File: config.mk
export PLATFORM = sky130hd
export DESIGN_NAME = maidenhead_locator_decode_unit
export DESIGN_NICKNAME = d
export VERILOG_FILES = /design/src/hw/rtl/mld_pkg.sv /design/src/hw/rtl/maidenhead_locator_decode_unit.sv /design/src/hw/rtl/mld_parse.sv
export SDC_FILE = /design/constraint.sdc
export NUM_CORES = 1
export LEC_CHECK = 0
export BUFFER_PORTS_ARGS = -buffer_cell sky130_fd_sc_hd__clkbuf_2
export CAP_MARGIN = 20
export CORE_MARGIN = 10
export CORE_UTILIZATION = 55
export CTS_CLUSTER_DIAMETER = 30
export CTS_CLUSTER_SIZE = 24
export DETAILED_ROUTE_END_ITERATION = 6
export PLACE_DENSITY = 0.78
export SLEW_MARGIN = 20
export SYNTH_ARGS = -nofsm -noshare
export SYNTH_HDL_FRONTEND = slang
export SYNTH_SLANG_ARGS = --single-unit
File: constraint.sdc
create_clock -name clk -period 6.7 [get_ports clk]
set_input_delay 0.335 -clock clk [delete_from_list [all_inputs] [get_ports clk]]
set_output_delay 0.335 -clock clk [all_outputs]
set_load 0.01 [all_outputs]
File: src/hw/rtl/mld_pkg.sv
// Shared types, constants and helpers for the Maidenhead locator decoder.
package mld_pkg;

  localparam int unsigned CharW = 8;
  localparam int unsigned NumChars = 8;
  localparam int unsigned LenW = 4;
  localparam int unsigned LatW = 21;
  localparam int unsigned LonW = 22;
  localparam int unsigned LonBW = 17;
  localparam int unsigned LatBW = 16;

  // Length codes.
  localparam logic [1:0] LEN_2 = 2'd0;
  localparam logic [1:0] LEN_4 = 2'd1;
  localparam logic [1:0] LEN_6 = 2'd2;
  localparam logic [1:0] LEN_8 = 2'd3;

  // Steps in half arcseconds.
  localparam logic [LonW-1:0] FIELD_LON_STEP = 22'd144000;
  localparam logic [LatW-1:0] FIELD_LAT_STEP = 21'd72000;
  localparam logic [LonW-1:0] SQ_LON_STEP = 22'd14400;
  localparam logic [LatW-1:0] SQ_LAT_STEP = 21'd7200;
  localparam logic [LonBW-1:0] SUB_LON_STEP = 17'd600;
  localparam logic [LatBW-1:0] SUB_LAT_STEP = 16'd300;
  localparam logic [LonBW-1:0] EXT_LON_STEP = 17'd60;
  localparam logic [LatBW-1:0] EXT_LAT_STEP = 16'd30;

  // Centre offsets.
  localparam logic [LonBW-1:0] CTR_LON_2 = 17'd72000;
  localparam logic [LatBW-1:0] CTR_LAT_2 = 16'd36000;
  localparam logic [LonBW-1:0] CTR_LON_4 = 17'd7200;
  localparam logic [LatBW-1:0] CTR_LAT_4 = 16'd3600;
  localparam logic [LonBW-1:0] CTR_LON_6 = 17'd300;
  localparam logic [LatBW-1:0] CTR_LAT_6 = 16'd150;
  localparam logic [LonBW-1:0] CTR_LON_8 = 17'd30;
  localparam logic [LatBW-1:0] CTR_LAT_8 = 16'd15;

  // Origin shifts (180 and 90 degrees).
  localparam logic [LonW:0] LON_ORIGIN = 23'd1296000;
  localparam logic [LatW:0] LAT_ORIGIN = 22'd648000;

  localparam logic [CharW-1:0] CH_A_LO = 8'h61;  // 'a'
  localparam logic [CharW-1:0] CH_Z_LO = 8'h7a;  // 'z'
  localparam logic [CharW-1:0] CH_A = 8'h41;     // 'A'
  localparam logic [CharW-1:0] CH_R = 8'h52;     // 'R'
  localparam logic [CharW-1:0] CH_X = 8'h58;     // 'X'
  localparam logic [CharW-1:0] CH_0 = 8'h30;     // '0'
  localparam logic [CharW-1:0] CH_9 = 8'h39;     // '9'
  localparam logic [CharW-1:0] CASE_DELTA = 8'h20;

  typedef struct packed {
    logic       ok;
    logic [1:0] len_code;
    logic [4:0] f_lon;
    logic [4:0] f_lat;
    logic [3:0] sq_lon;
    logic [3:0] sq_lat;
    logic [4:0] ss_lon;
    logic [4:0] ss_lat;
    logic [3:0] ex_lon;
    logic [3:0] ex_lat;
  } mld_idx_t;

  function automatic logic [CharW-1:0] fold_upper(input logic [CharW-1:0] c);
    if (c >= CH_A_LO && c <= CH_Z_LO) begin
      return c - CASE_DELTA;
    end
    return c;
  endfunction

endpackage

File: src/hw/rtl/maidenhead_locator_decode_unit.sv
// Top level of the Maidenhead locator decoder: three-stage pipeline with stream ports.
// Decodes a 2, 4, 6 or 8 character locator (case-insensitive) into the centre latitude and
// longitude of the named square in signed half-arcsecond units. One transfer in and one out
// per cycle while m_tready is high; a locator passes the check/index stage, the constant-multiply
// stage and the final add into the output register. Each stage advances when the next one is
// empty or moving, so bubbles collapse and the block keeps accepting while a result waits,
// until the earlier stages fill. Invalid locators give m_tuser = 0 with both coordinates zero.
module maidenhead_locator_decode_unit
  import mld_pkg::*;
(
  input  logic        clk,
  input  logic        rst,
  input  logic        s_tvalid,
  output logic        s_tready,
  // grid_char_0..grid_char_7 [63:0] (8 bits each), grid_length [67:64], zero pad [71:68]
  input  logic [71:0] s_tdata,
  output logic        m_tvalid,
  input  logic        m_tready,
  // latitude_half_arcsec [20:0], longitude_half_arcsec [42:21], zero pad [47:43]
  output logic [47:0] m_tdata,
  // locator_valid [0]
  output logic        m_tuser
);

  mld_idx_t idx_in;

  logic v1, v2, v3;
  logic en1, en2, en3;

  mld_idx_t             p1;
  logic                 ok2;
  logic [LonW-1:0]      lon_a2;
  logic [LonBW-1:0]     lon_b2;
  logic [LatW-1:0]      lat_a2;
  logic [LatBW-1:0]     lat_b2;
  logic                 ok3;
  logic [LonW-1:0]      lon3;
  logic [LatW-1:0]      lat3;

  logic [LonW-1:0]      lon_a_next;
  logic [LonBW-1:0]     lon_b_next;
  logic [LatW-1:0]      lat_a_next;
  logic [LatBW-1:0]     lat_b_next;
  logic [LonBW-1:0]     ctr_lon;
  logic [LatBW-1:0]     ctr_lat;
  logic [LonW:0]        lon_sum;
  logic [LatW:0]        lat_sum;

  mld_parse u_parse (
    .grid_chars  (s_tdata[CharW*NumChars-1:0]),
    .grid_length (s_tdata[CharW*NumChars +: LenW]),
    .idx         (idx_in)
  );

  assign en3      = !v3 || m_tready;
  assign en2      = !v2 || en3;
  assign en1      = !v1 || en2;
  assign s_tready = en1;

  always_ff @(posedge clk) begin
    if (rst) begin
      v1 <= 1'b0;
      v2 <= 1'b0;
      v3 <= 1'b0;
    end else begin
      if (en1) begin
        v1 <= s_tvalid;
      end
      if (en2) begin
        v2 <= v1;
      end
      if (en3) begin
        v3 <= v2;
      end
    end
  end

  // Stage 1: checked indices.
  always_ff @(posedge clk) begin
    if (en1 && s_tvalid) begin
      p1 <= idx_in;
    end
  end

  // Stage 2: constant multiplies, partial sums.
  always_comb begin
    case (p1.len_code)
      LEN_2: begin
        ctr_lon = CTR_LON_2;
        ctr_lat = CTR_LAT_2;
      end
      LEN_4: begin
        ctr_lon = CTR_LON_4;
        ctr_lat = CTR_LAT_4;
      end
      LEN_6: begin
        ctr_lon = CTR_LON_6;
        ctr_lat = CTR_LAT_6;
      end
      default: begin
        ctr_lon = CTR_LON_8;
        ctr_lat = CTR_LAT_8;
      end
    endcase
    lon_a_next = LonW'(p1.f_lon) * FIELD_LON_STEP + LonW'(p1.sq_lon) * SQ_LON_STEP;
    lat_a_next = LatW'(p1.f_lat) * FIELD_LAT_STEP + LatW'(p1.sq_lat) * SQ_LAT_STEP;
    lon_b_next = LonBW'(p1.ss_lon) * SUB_LON_STEP + LonBW'(p1.ex_lon) * EXT_LON_STEP
                 + ctr_lon;
    lat_b_next = LatBW'(p1.ss_lat) * SUB_LAT_STEP + LatBW'(p1.ex_lat) * EXT_LAT_STEP
                 + ctr_lat;
  end

  always_ff @(posedge clk) begin
    if (en2 && v1) begin
      ok2    <= p1.ok;
      lon_a2 <= lon_a_next;
      lon_b2 <= lon_b_next;
      lat_a2 <= lat_a_next;
      lat_b2 <= lat_b_next;
    end
  end

  // Stage 3: final sum and origin shift into the output register.
  assign lon_sum = {1'b0, lon_a2} + (LonW+1)'(lon_b2) - LON_ORIGIN;
  assign lat_sum = {1'b0, lat_a2} + (LatW+1)'(lat_b2) - LAT_ORIGIN;

  always_ff @(posedge clk) begin
    if (en3 && v2) begin
      ok3  <= ok2;
      lon3 <= ok2 ? lon_sum[LonW-1:0] : '0;
      lat3 <= ok2 ? lat_sum[LatW-1:0] : '0;
    end
  end

  assign m_tvalid = v3;
  assign m_tuser  = ok3;
  assign m_tdata  = {5'd0, lon3, lat3};

endmodule

File: src/hw/rtl/mld_parse.sv
// Case folding, character range checks and index extraction.
module mld_parse
  import mld_pkg::*;
(
  input  logic [CharW*NumChars-1:0] grid_chars,
  input  logic [LenW-1:0]           grid_length,
  output mld_idx_t                  idx
);

  logic [CharW-1:0] ch [NumChars];
  logic             len_ok;
  logic             pair0_ok;
  logic             pair1_ok;
  logic             pair2_ok;
  logic             pair3_ok;
  logic             ok;
  logic             use_sq;
  logic             use_ss;
  logic             use_ex;
  logic [CharW-1:0] d [NumChars];

  always_comb begin
    for (int i = 0; i < NumChars; i++) begin
      ch[i] = fold_upper(grid_chars[i*CharW +: CharW]);
    end
  end

  always_comb begin
    for (int i = 0; i < NumChars; i++) begin
      if (i == 2 || i == 3 || i == 6 || i == 7) begin
        d[i] = ch[i] - CH_0;
      end else begin
        d[i] = ch[i] - CH_A;
      end
    end
  end

  assign len_ok = (grid_length == 4'd2) || (grid_length == 4'd4) ||
                  (grid_length == 4'd6) || (grid_length == 4'd8);
  assign use_sq = grid_length >= 4'd4;
  assign use_ss = grid_length >= 4'd6;
  assign use_ex = grid_length >= 4'd8;

  assign pair0_ok = ch[0] >= CH_A && ch[0] <= CH_R && ch[1] >= CH_A && ch[1] <= CH_R;
  assign pair1_ok = ch[2] >= CH_0 && ch[2] <= CH_9 && ch[3] >= CH_0 && ch[3] <= CH_9;
  assign pair2_ok = ch[4] >= CH_A && ch[4] <= CH_X && ch[5] >= CH_A && ch[5] <= CH_X;
  assign pair3_ok = ch[6] >= CH_0 && ch[6] <= CH_9 && ch[7] >= CH_0 && ch[7] <= CH_9;

  assign ok = len_ok && pair0_ok && (!use_sq || pair1_ok) && (!use_ss || pair2_ok) &&
              (!use_ex || pair3_ok);

  always_comb begin
    idx          = '0;
    idx.ok       = ok;
    idx.len_code = grid_length[2:1] - 2'd1;
    if (ok) begin
      idx.f_lon = d[0][4:0];
      idx.f_lat = d[1][4:0];
      if (use_sq) begin
        idx.sq_lon = d[2][3:0];
        idx.sq_lat = d[3][3:0];
      end
      if (use_ss) begin
        idx.ss_lon = d[4][4:0];
        idx.ss_lat = d[5][4:0];
      end
      if (use_ex) begin
        idx.ex_lon = d[6][3:0];
        idx.ex_lat = d[7][3:0];
      end
    end
  end

endmodule

# After elaboration in Yosys (flattened, before gate mapping)

Cells that the tools add are included.

Flip-flop bits (word level): 163
Logic and storage cells: 169
Output and inout bits: 51
Input port bits: 76

Multiplexer cells: 26
Eq/ne operators: 6
Magnitude comparators: 35
Reductions and logical operators: 46
$mul: 8
Add/sub/neg operators: 27

Operators by type and width:

| cell                     | count |
|---|---|
| $mux W8                  | 16 |
| $ge A8 B7 Y1 const B     | 12 |
| $le A8 B7 Y1 const B     | 12 |
| $sub A8 B6 Y8 const B    | 8 |
| $pmux W17 S3             | 1 |
| $pmux W16 S3             | 1 |
| $ge A8 B6 Y1 const B     | 4 |
| $le A8 B6 Y1 const B     | 4 |
| $mul A5 B11 Y15 const B  | 2 |
| $logic_and A1 B1 Y1      | 27 |
| $mul A4 B8 Y12 const B   | 2 |
| $mul A5 B7 Y12 const B   | 2 |
| $add A22 B17 Y22         | 1 |
| $add A22 B18 Y22         | 1 |
| $sub A22 B21 Y22 const B | 1 |
| $add A21 B16 Y21         | 1 |
| $add A21 B17 Y21         | 1 |
| $sub A21 B20 Y21 const B | 1 |
| $sub A5 B1 Y5 const B    | 4 |
| $add A16 B17 Y17         | 1 |
| $add A15 B10 Y16         | 1 |
| $add A15 B16 Y16         | 1 |
| $mul A4 B4 Y8 const B    | 2 |
| $sub A4 B1 Y4 const B    | 4 |
| other kinds (14)         | 38 |

# Depth between registers and ports, before layout

Gate-level depths: netlist (run 1).

Word-level depth: 13
Depth in mapped cells: 19
Depth with buffers taken out: 19

# Cells and area by module

Synthesis (run 1) repeated with hierarchy kept, for this count alone.

Cells, all modules: 1298
Area, all modules: 13504.2 sq um

By module, submodules not included:

| module                         | instances | area an instance (sq um) | sequential area each (sq um) | cells an instance |
|---|---|---|---|---|
| maidenhead_locator_decode_unit | 1         | 12187.9                  | 4384.2                       | 1124 |
| mld_parse                      | 1         | 1316.3                   | 0.0                          | 174 |

# Worst setup path after synthesis (run 1)

No wires, ideal clock.

Kind: flip-flop to flip-flop
From: reg v3 (netlist: m_tvalid)
To: reg lat_a2[10] (enable)
Required time: 6.120 ns
Buffers on the path: 0
Cell stages (with the launch flop): 3
Setup time: 0.580 ns
Data arrival time: 5.113 ns
Path slack: 1.007 ns
Clock period less this slack: 5.693 ns
Cells stage by stage: dfxtp_1 > nor2b_1 > a21boi_0

Cells in the longest elaborated chain, start to end: 4

RTL lines:

| item                   | line                                  | text |
|---|---|---|
| start, declared        | maidenhead_locator_decode_unit.sv:27  | `logic v1, v2, v3;` |
| start signal, assigned | maidenhead_locator_decode_unit.sv:73  | `v3 <= v2;` |
| $logic_not A1 Y1       | maidenhead_locator_decode_unit.sv:55  | `assign en3 = !v3 \|\| m_tready;` |
| $logic_or A1 B1 Y1     | maidenhead_locator_decode_unit.sv:55  |  |
| $logic_or A1 B1 Y1     | maidenhead_locator_decode_unit.sv:56  | `assign en2 = !v2 \|\| en3;` |
| $logic_and A1 B1 Y1    | maidenhead_locator_decode_unit.sv:114 | `if (en2 && v1) begin` |
| end signal, assigned   | maidenhead_locator_decode_unit.sv:118 | `lat_a2 <= lat_a_next;` |
| end, declared          | maidenhead_locator_decode_unit.sv:34  | `logic [LatW-1:0] lat_a2;` |

Every way passes these cells.
A chain may end at the register's enable or synchronous reset.

# Worst setup path in the final report (run 1)

From: reg p1[6] in the netlist's numbering
To: reg lon_b2[14] (data pin)

Cells in the longest elaborated chain, start to end: 3

RTL lines:

| item                   | line                                  | text |
|---|---|---|
| start, declared        | maidenhead_locator_decode_unit.sv:30  | `mld_idx_t p1;` |
| start signal, assigned | maidenhead_locator_decode_unit.sv:81  | `p1 <= idx_in;` |
| $mul A4 B4 Y8          | maidenhead_locator_decode_unit.sv:107 | `lon_b_next = LonBW'(p1.ss_lon) * SUB_LON_STEP + LonBW'(p1.ex_lon) * EXT_LON_STEP` |
| $add A15 B10 Y16       | maidenhead_locator_decode_unit.sv:107 |  |
| $add A16 B17 Y17       | maidenhead_locator_decode_unit.sv:108 | `+ ctr_lon;` |
| via lon_b_next[14]     | maidenhead_locator_decode_unit.sv:41  | `logic [LonBW-1:0] lon_b_next;` |
| end signal, assigned   | maidenhead_locator_decode_unit.sv:117 | `lon_b2 <= lon_b_next;` |
| end, declared          | maidenhead_locator_decode_unit.sv:33  | `logic [LonBW-1:0] lon_b2;` |

The timed path passes the listed nets, and every way through them passes these cells.

==> results of run 1 <==
==> layout by cell type (no fill, tap or decap), drive strengths merged, types with 10 or more instances in the layout <==
| master | Yosys | final |
|---|---|---|
| nor2b | 22 | 22 |
| o21ai | 51 | 51 |
| nor2 | 79 | 79 |
| fa | 42 | 42 |
| inv | 203 | 213 |
| a21o | 26 | 26 |
| nor3 | 43 | 43 |
| nand3 | 12 | 12 |
| edfxtp | 144 | 144 |
| ha | 254 | 254 |
| o21bai | 10 | 10 |
| xor2 | 27 | 27 |
| clkbuf | 5 | 133 |
| and2 | 32 | 32 |
| xnor2 | 83 | 83 |
| nor3b | 13 | 13 |
| nand2b | 16 | 16 |
| o21a | 19 | 19 |
| a21oi | 69 | 69 |
| nand2 | 31 | 31 |
==> final timing paths <==
check	endpoint	from	slack (ns)	cells after the start
max	lon_b2[14]	p1[6]	1.95	16
min reg2reg	ok2	p1[38]	0.45	0
max reg2reg	lon_b2[14]	p1[6]	1.95	16
min	v1	rst	0.08	2
==> cell type report <==
type | count | area [um2] | area share, %
multi-input combinational | 924 | 8090 | 54.4
sequential | 147 | 4380 | 29.5
inverter | 204 | 766 | 5.15
timing repair buffer | 121 | 651 | 4.38
clock buffer | 17 | 425 | 2.86
tap | 319 | 399 | 2.68
clock inverter | 15 | 155 | 1.04
==> critical path, stage by stage, from the launching register on <==
cell	delay [ns]
edfxtp_1	0.50
fa_1	0.51
fa_1	0.52
inv_1	0.06
fa_1	0.39
inv_1	0.07
a21o_1	0.10
a21oi_1	0.08
xnor2_1	0.24
fa_1	0.47
ha_1	0.25
or2_2	0.30
nor3_1	0.18
a21oi_1	0.08
a41o_1	0.27
o41ai_1	0.34
xor2_1	0.13
==> metrics by stage <==
stage / utilization [%] / total power, mW / hold WS (ns) / instance area [um2]
finish: 63.0 / 4.67 / 0.0824 / 14900
detailed placement: 60.3 / 3.70 / 0.430 / 14200
global route: 63.0 / 5.08 / 0.0905 / 14900
floorplan: - / 3.23 / 0.400 / 13300
global placement: 60.3 / 3.63 / 0.431 / 14200
CTS: 62.8 / 4.68 / 0.0714 / 14800
==> metal layers <==
| metal | wire length, um | vias to the layer above | track usage [%] | part of all wire, % |
|---|---|---|---|---|
| met5 | 0 | - | 0 | 0 |
| met4 | 495 | 0 | 5.97 | 2.0 |
| met3 | 1360 | 36 | 3.86 | 5.4 |
| met2 | 11500 | 206 | 27.2 | 46 |
| met1 | 11600 | 4208 | 20.9 | 47 |
| li1 | - | 4728 | - | - |
==> power breakdown <==
part	switching, mW	total, mW	leakage, nW	internal (mW)
sequential	0.0636	1.33	1.38	1.27
combinational	1.28	2.39	5.42	1.11
clock	0.447	0.945	0.283	0.498
==> flip-flops by register name, summed over array words and instances (netlist names) <==
name	cells
p1	39
lon_a2	16
v1	1
m_tvalid	1
lat_b2	14
lat_a2	16
lon_b2	16
ok2	1
lat3	20
v2	1
lon3	21
m_tuser	1
==> kinds of logic after synthesis <==
kind of cell | after synthesis
AO/OA/AOI/OAI | 230
XOR/XNOR | 110
adder cells (fa/ha/maj) | 296
buffers and inverters | 219
flip-flops | 147
other | 1
AND/OR/NAND/NOR | 282
==> results.py, run 1 <==
metrics = {
    "synth": {
        "synth_area_um2": 13300,
        "netlist_top_cells_count": "254 x ha_1, 203 x inv_1, 144 x edfxtp_1",
        "synth_ff_type": "edfxtp_1",
        "synth.most_common_cell": "ha_1",
        "synthAdderAreaFrac_pct": 30.3,
        "ys_ff_latch": 147,
        "yosys.area_share.simple_pct": 11.8,
        "ys.warnings.count": 0,
        "netlist.area_leader.share_pct": 32.6,
        "ys_seq_area_share_pct": 33.0,
        "synth_edf_count": 144,
        "synth_area_leader_cell": "edfxtp_1",
        "syn_area_per_cell_um2": 10.3,
        "synth_compound_area_share_pct": 11.2,
        "async_flop_share_pct": 0,
        "ys_types": 64,
        "synth.area.mux_share_pct": 0,
        "synth.area.top_cells": "edfxtp_1 33%, ha_1 24%, fa_1 6.3%",
        "syn_inst": 1285,
        "synth_top_family_by_area": "adder cells",
        "synthXorXnorAreaFrac_pct": 7.25,
    },
    "grt": {
        "antenna_found_initial": 0,
        "grt_pass1_vias": 9385,
        "grt_max_degree": 64,
        "grt_pass1_wl_mm": 42.5,
        "grt_overflow": 0,
        "grt_util_all_layers_pct": 16.6,
    },
    "timing": {
        "fmax_ghz": 0.211,
        "setup_viol": 0,
        "post-route-min-period_ns": 4.75,
        "finalCritPeriodShare_pct": 70.9,
        "tightest_slew_ns": 0.775,
        "relSlewSlack_pct": 48.3,
        "grt_setup_unrepaired": "false",
        "slew_violations": 0,
        "setup_tns_ns": 0,
        "skew_ns": 0.0156,
        "hold_viol_final": 0,
        "finalWorstSetupSlack_ns": 1.95,
    },
    "cts": {
        "cts_tree": "yes",
        "cts_max_level": 4,
        "clock-sinks": 147,
        "cts_made_buffers": 17,
        "cts_resized": 0,
        "cts_setup_buffers": 0,
        "ctsHoldBuffers": 0,
        "clk_pin_slew_worst_paths_ns": 0.07,
        "cts_buffer_depth": 2,
        "clock_tree.root_cell": "clkbuf_16",
        "insertion_delay_ns": 0.43,
    },
    "route": {
        "wl_per_cell_um": 14.3,
        "drc": 0,
        "vias": 9178,
        "drt_iter0_drc": 391,
        "detailedRoute.firstPassIterationCount": 5,
        "wirelength_mm": 25.0,
        "viasPerCell": 5.25,
        "ant_nets": 0,
    },
    "run_status": {
        "status": "finished clean",
    },
    "floorplan": {
        "fp.dieArea_um2": 30800,
        "num_rows": 56,
        "initial_core_util_pct": 56.3,
        "coreArea_um2": 23600,
        "die_w_um": 175,
        "die_y_um": 175,
        "num_io_pins": 127,
    },
    "layout": {
        "diodes": 0,
        "drive_above_1_share_pct": 13.4,
        "final_nets": 1787,
        "fin_cells": 1747,
        "areaGrowthSynthToFinish_pct": 11.9,
        "fillers": 1910,
    },
    "placed_design": {
        "hpwlAfterDp_mm": 20.1,
        "portBuffers": 116,
        "place.gp.congestion": 0.873,
        "pre_cts_ws_ns": 2.01,
        "placedCellCount": 1713,
    },
    "run": {
        "drv_cap": 0,
    },
    "pwr": {
        "power.density_nw_per_um2": 314,
        "vdd_drop_max_uv": 169,
        "p_leak_nw": 7.08,
    },
    "worst_setup_path": {
        "required_ns": 6.87,
        "cp_max_fo": 5,
        "critical_path_class": "reg2reg",
        "cp.arrival_ns": 4.91,
        "cp-start-kind": "flop",
        "end_kind": "flop",
    },
    "worst_hold_path": {
        "hp-class": "in2reg",
    },
}
(Power assumes the default switching activity.)
==> run 2: changes to the inputs <==
--- a/config.mk
+++ b/config.mk
@@ -12,7 +12,7 @@
 export CTS_CLUSTER_DIAMETER = 30
 export CTS_CLUSTER_SIZE = 24
 export DETAILED_ROUTE_END_ITERATION = 6
-export PLACE_DENSITY = 0.78
+export PLACE_DENSITY = 0.81
 export SLEW_MARGIN = 20
 export SYNTH_ARGS = -nofsm -noshare
 export SYNTH_HDL_FRONTEND = slang
==> constraint.sdc (replaced) <==
create_clock -name clk -period 3.95 [get_ports clk]
set_input_delay 0.1975 -clock clk [delete_from_list [all_inputs] [get_ports clk]]
set_output_delay 0.1975 -clock clk [all_outputs]
set_load 0.01 [all_outputs]
==> run 2 against run 1 <==
  * The flow now finishes with violations (negative setup slack)
  * Power is 100% higher
  * Worst hold slack worse by 0.017 ns
  * Clock power is 86% higher
  * Sequential share of layout area is 1.9 points lower
  * Final area is 7.0% higher
  * Non-clock buffer count is 82 higher
  * Critical path depth stayed put
  * Combinational power is 120% higher
  * Sequential power is 69% higher
  * Utilization is 4.4 points higher
  * Wire length is 15% higher
  * Setup slack worse by 2.4 ns
  * Highest routed layer unchanged
==> results.py, run 2 (synthesized netlist as in run 1, its figures left out) <==
metrics = {
    "timing": {
        "relSlewSlack_pct": 35.4,
        "hold_viol_final": 0,
        "finalWorstSetupSlack_ns": -0.459,
        "slew_violations": 0,
        "grt_setup_unrepaired": "true",
        "setup_tns_ns": -3.54,
        "skew_ns": 0.00756,
        "setup_viol": 14,
        "finalCritPeriodShare_pct": 112,
        "fmax_ghz": 0.227,
        "tightest_slew_ns": 0.967,
        "whs_ns": 0.0652,
        "post-route-min-period_ns": 4.41,
    },
    "placed_design": {
        "pre_cts_ws_ns": -0.423,
        "place.gp.congestion": 0.869,
        "portBuffers": 116,
        "placed_cell_area_um2": 14800,
        "placedCellCount": 1781,
        "hpwlAfterDp_mm": 21.6,
    },
    "layout": {
        "multi_input_area_um2": 8460,
        "final_cell_mix": "242 x ha_1, 194 x inv_1, 144 x edfxtp_1",
        "area.sequential_um2": 4380,
        "fin_cells": 1829,
        "postLayoutCellArea_um2": 15900,
        "largest_reg_flops": 39,
        "drive_above_1_share_pct": 21.9,
        "top_register": "p1",
        "fillers": 1667,
        "reg_top3": "p1 (39), lon3 (21), lat3 (20)",
        "final_nets": 1869,
        "final_common_cell": "ha_1",
        "fin_util_pct": 67.3,
        "areaGrowthSynthToFinish_pct": 19.7,
        "diodes": 0,
    },
    "worst_setup_path": {
        "cp.arrival_ns": 4.59,
        "critical_path_class": "reg2reg",
        "cp-start-kind": "flop",
        "crit_top_cell": "fa_1",
        "required_ns": 4.13,
        "worstPathCellList": "fa_1 -> fa_1 -> inv_2 -> fa_2 -> buf_4 -> xor2_1 -> fa_1 -> inv_2 -> ha_4 -> buf_4 -> o21ai_2 -> a21boi_2 -> o221ai_1 -> a21oi_1 -> a21oi_1 -> xnor2_1",
        "cp_slowest_cell": "fa_1",
        "end_kind": "flop",
        "cp_num_buf_inv": 4,
        "path_depth": 16,
        "crit_family": "adder cells",
        "cp_max_fo": 4,
        "r2r-end": "lon_b2[13]",
        "slowest_delay_ns": 0.59,
        "regToRegSetupSlack_ns": -0.46,
        "r2r_cells": 16,
        "reg2reg_from": "p1[6]",
        "crit_start": "p1[6]",
    },
    "grt": {
        "grt_max_degree": 43,
        "grt_util_all_layers_pct": 18.4,
        "grt_overflow": 0,
        "antenna_found_initial": 0,
        "grt_pass1_vias": 10100,
        "grt_pass1_wl_mm": 46.4,
    },
    "worst_hold_path": {
        "hp-class": "in2reg",
        "min-delay-start": "s_tvalid",
        "holdPathStages": 3,
        "hold_path_end": "v1",
    },
    "run": {
        "drv_cap": 0,
    },
    "floorplan": {
        "initial_core_util_pct": 56.3,
        "fp.dieArea_um2": 30800,
        "die_w_um": 175,
        "num_io_pins": 127,
        "coreArea_um2": 23600,
        "die_y_um": 175,
        "num_rows": 56,
    },
    "route": {
        "ant_nets": 0,
        "drt_iter0_drc": 448,
        "viasPerCell": 5.36,
        "wirelength_mm": 28.7,
        "drc": 0,
        "vias": 9806,
        "wl_per_cell_um": 15.7,
        "detailedRoute.firstPassIterationCount": 5,
    },
    "cts": {
        "insertion_delay_ns": 0.44,
        "cts_made_buffers": 17,
        "clk_pin_slew_worst_paths_ns": 0.07,
        "cts_tree": "yes",
        "cts_buffer_depth": 2,
        "clock_tree.root_cell": "clkbuf_16",
        "cts_max_level": 4,
        "clock-sinks": 147,
    },
    "pwr": {
        "p_leak_nw": 7.57,
        "finalPower_mw": 9.32,
        "power.density_nw_per_um2": 586,
        "vdd_drop_max_uv": 341,
    },
    "run_status": {
        "status": "finished, violations left",
        "violations": "negative setup slack",
    },
}
==> run 2: changes by cell type in the layout (fill, tap and decap cells not counted), sizes merged <==
cell,before,now
clkinv,5,3
dlygate4sd3,0,1
bufinv,0,3
inv,213,212
buf,5,86
==> run 2: timing repair <==
item | CTS | global route
resized for setup | 29 | 36
setup endpoints to repair | 13 | 23
setup buffers | 11 | 7
endpoints found under the hold margin | 3 | 0
hold buffers | 1 | 0
gates cloned | 0 | 0
pin swaps | 20 | 19
==> run 2: worst reg2reg max path, delay by kind of cell, from the launching register on <==
kind | cells | cell delay [ns]
fa+ha+maj | 5 | 2.25
compound gates | 5 | 0.81
xor+xnor | 2 | 0.31
buf+inv | 4 | 0.36
flops | 1 | 0.42
==> run 2: layer usage <==
metal  wire length (um)  vias to the layer above  global-route usage [%]
met1              12500                     4592                    21.5
met5                  0                        -                       0
met2              14200                      276                    32.3
met3               1420                       62                    4.01
met4                628                        0                    6.92
li1                   -                     4876                       -
==> run 2: how the worst max path moves through the flow <==
stage	endpoint	slack [ns]
global route	lon_b2[14]	-0.66
finish	lon_b2[13]	-0.46
CTS	lon_b2[14]	-0.35
floorplan	lon_b2[14]	-0.27
global placement	lon_b2[14]	-0.32
detailed placement	lon_b2[14]	-0.42
==> run 2: power breakdown <==
group          switching, mW  total, mW  internal (mW)
combinational           2.71       5.32           2.61
sequential            0.0968       2.25           2.15
clock                  0.734       1.76           1.02
==> run 2: cell type report <==
cell class | count | area share [%]
inverters | 204 | 4.82
well taps | 319 | 2.51
flip-flops and latches | 147 | 27.6
clock buffers | 17 | 2.68
repair buffers | 203 | 7.92
multi-input cells | 924 | 53.2
clock inverters | 15 | 1.31
==> run 3: changes to the inputs <==
--- a/config.mk
+++ b/config.mk
@@ -9,10 +9,12 @@
 export CAP_MARGIN = 20
 export CORE_MARGIN = 10
 export CORE_UTILIZATION = 55
+export CTS_BUF_LIST = sky130_fd_sc_hd__clkbuf_4 sky130_fd_sc_hd__clkbuf_8 sky130_fd_sc_hd__clkbuf_16
 export CTS_CLUSTER_DIAMETER = 30
 export CTS_CLUSTER_SIZE = 24
 export DETAILED_ROUTE_END_ITERATION = 6
 export PLACE_DENSITY = 0.81
+export SKIP_CTS_REPAIR_TIMING = 1
 export SLEW_MARGIN = 20
 export SYNTH_ARGS = -nofsm -noshare
 export SYNTH_HDL_FRONTEND = slang
==> run 3 against run 2 <==
  * The flow still finishes with violations (negative setup slack)
  * Wire length shrank 1.5%
  * Maximum frequency grew 1.4%
  * Power shrank 3.7%
  * First-iteration DRC count shrank 2.0%
  * Utilization shrank 0.56 points
  * Sequential power is essentially flat
  * Via count shrank 1.2%
==> results.py, run 3 (synthesized netlist as in run 1, its figures left out) <==
metrics = {
    "layout": {
        "fin_cells": 1822,
        "top_register": "p1",
        "area.sequential_um2": 4380,
        "final_cell_mix": "243 x ha_1, 197 x inv_1, 144 x edfxtp_1",
        "reg_top3": "p1 (39), lon3 (21), lat3 (20)",
        "largest_reg_flops": 39,
        "final_common_cell": "ha_1",
        "postLayoutCellArea_um2": 15800,
        "drive_above_1_share_pct": 20.8,
        "final_nets": 1862,
        "multi_input_area_um2": 8390,
        "fillers": 1709,
        "diodes": 0,
        "areaGrowthSynthToFinish_pct": 18.7,
    },
    "pwr": {
        "p_leak_nw": 7.51,
        "power.density_nw_per_um2": 569,
        "vdd_drop_max_uv": 340,
    },
    "timing": {
        "grt_setup_unrepaired": "true",
        "whs_ns": 0.0643,
        "slew_violations": 0,
        "skew_ns": 0.00769,
        "hold_viol_final": 0,
        "setup_viol": 14,
        "tightest_slew_ns": 1.07,
        "finalWorstSetupSlack_ns": -0.398,
        "post-route-min-period_ns": 4.35,
        "fmax_ghz": 0.230,
        "finalCritPeriodShare_pct": 110,
        "relSlewSlack_pct": 28.6,
    },
    "placed_design": {
        "portBuffers": 116,
        "place.gp.congestion": 0.869,
        "placedCellCount": 1781,
        "placed_cell_area_um2": 14800,
        "hpwlAfterDp_mm": 21.6,
    },
    "grt": {
        "grt_overflow": 0,
        "grt_util_all_layers_pct": 18.0,
        "grt_pass1_vias": 9888,
        "antenna_found_initial": 1,
        "grt_pass1_wl_mm": 45.3,
        "grt_max_degree": 43,
    },
    "floorplan": {
        "initial_core_util_pct": 56.3,
        "num_io_pins": 127,
        "die_y_um": 175,
        "die_w_um": 175,
        "fp.dieArea_um2": 30800,
        "num_rows": 56,
        "coreArea_um2": 23600,
    },
    "cts": {
        "clock_tree.root_cell": "clkbuf_16",
        "cts_buffer_depth": 2,
        "clock-sinks": 147,
        "cts_tree": "yes",
        "cts_made_buffers": 17,
        "insertion_delay_ns": 0.44,
        "cts_max_level": 4,
        "clk_pin_slew_worst_paths_ns": 0.07,
    },
    "worst_setup_path": {
        "end_kind": "flop",
        "required_ns": 4.12,
        "cp_max_fo": 2,
        "r2r_cells": 16,
        "cp.arrival_ns": 4.51,
        "cp-start-kind": "flop",
        "critical_path_class": "reg2reg",
    },
    "run_status": {
        "violations": "negative setup slack",
        "status": "finished, violations left",
    },
    "route": {
        "detailedRoute.firstPassIterationCount": 5,
        "ant_nets": 0,
        "drc": 0,
        "wl_per_cell_um": 15.5,
        "vias": 9686,
        "viasPerCell": 5.32,
        "wirelength_mm": 28.3,
        "drt_iter0_drc": 439,
    },
    "run": {
        "drv_cap": 0,
    },
    "worst_hold_path": {
        "holdPathStages": 3,
        "hp-class": "in2reg",
    },
}
## run 3: changes by cell type in the layout (fill, tap and decap cells not counted), moves of 2 or more
cell / before / now
buf_6: 3 / 1
inv_1: 194 / 197
inv_2: 9 / 6
nor2_4: 3 / 1
nand2_1: 29 / 31
nor2_2: 2 / 4
buf_4: 82 / 77
## run 3: path summary, 6_finish.rpt
path | start | slack [ns] | to
hold / removal | s_tvalid | 0.06 | v1
setup / recovery | p1[6] | -0.40 | lon_b2[14]
hold reg to reg | p1[38] | 0.46 | ok2
setup reg to reg | p1[6] | -0.40 | lon_b2[14]
## run 3: area by class of cell
cell class	count	share of cell area, %
clock buffers	17	2.70
clock inverters	15	1.32
inverters	204	4.86
multi-input cells	924	53.2
flip-flops and latches	147	27.8
well taps	319	2.53
repair buffers	196	7.61
## run 3: stage by stage
step | TNS (ns) | setup WS [ns] | util [%] | power (mW)
floorplan | -0.743 | -0.275 | - | 5.55
global placement | -1.63 | -0.322 | 62.7 | 6.55
detailed placement | -2.66 | -0.423 | 62.7 | 6.74
CTS | -3.34 | -0.540 | 65.4 | 8.61
global route | -5.15 | -0.582 | 66.8 | 9.66
finish | -2.97 | -0.398 | 66.8 | 8.98
## run 3: report_power, final
part	internal (mW)	switching, mW
sequential	2.15	0.0982
clock	1.02	0.736
combinational	2.42	2.55
## run 3: per-layer routing
metal,vias up,routed length [um],GRT usage [%]
li1,4862,-,-
met1,4520,12400,20.9
met2,248,13800,31.5
met3,54,1320,4.16
met4,2,739,6.53
met5,-,8,0
## run 3: worst max-delay path: stages, from the launching register on
cell,delay [ns]
edfxtp_1,0.42
fa_1,0.54
fa_1,0.59
inv_2,0.05
fa_2,0.33
inv_1,0.07
a21o_1,0.13
a21oi_2,0.07
xnor2_2,0.18
fa_1,0.46
ha_2,0.22
or2_4,0.25
nor3_4,0.12
a21oi_2,0.05
a41o_1,0.24
o41ai_2,0.24
xor2_1,0.11
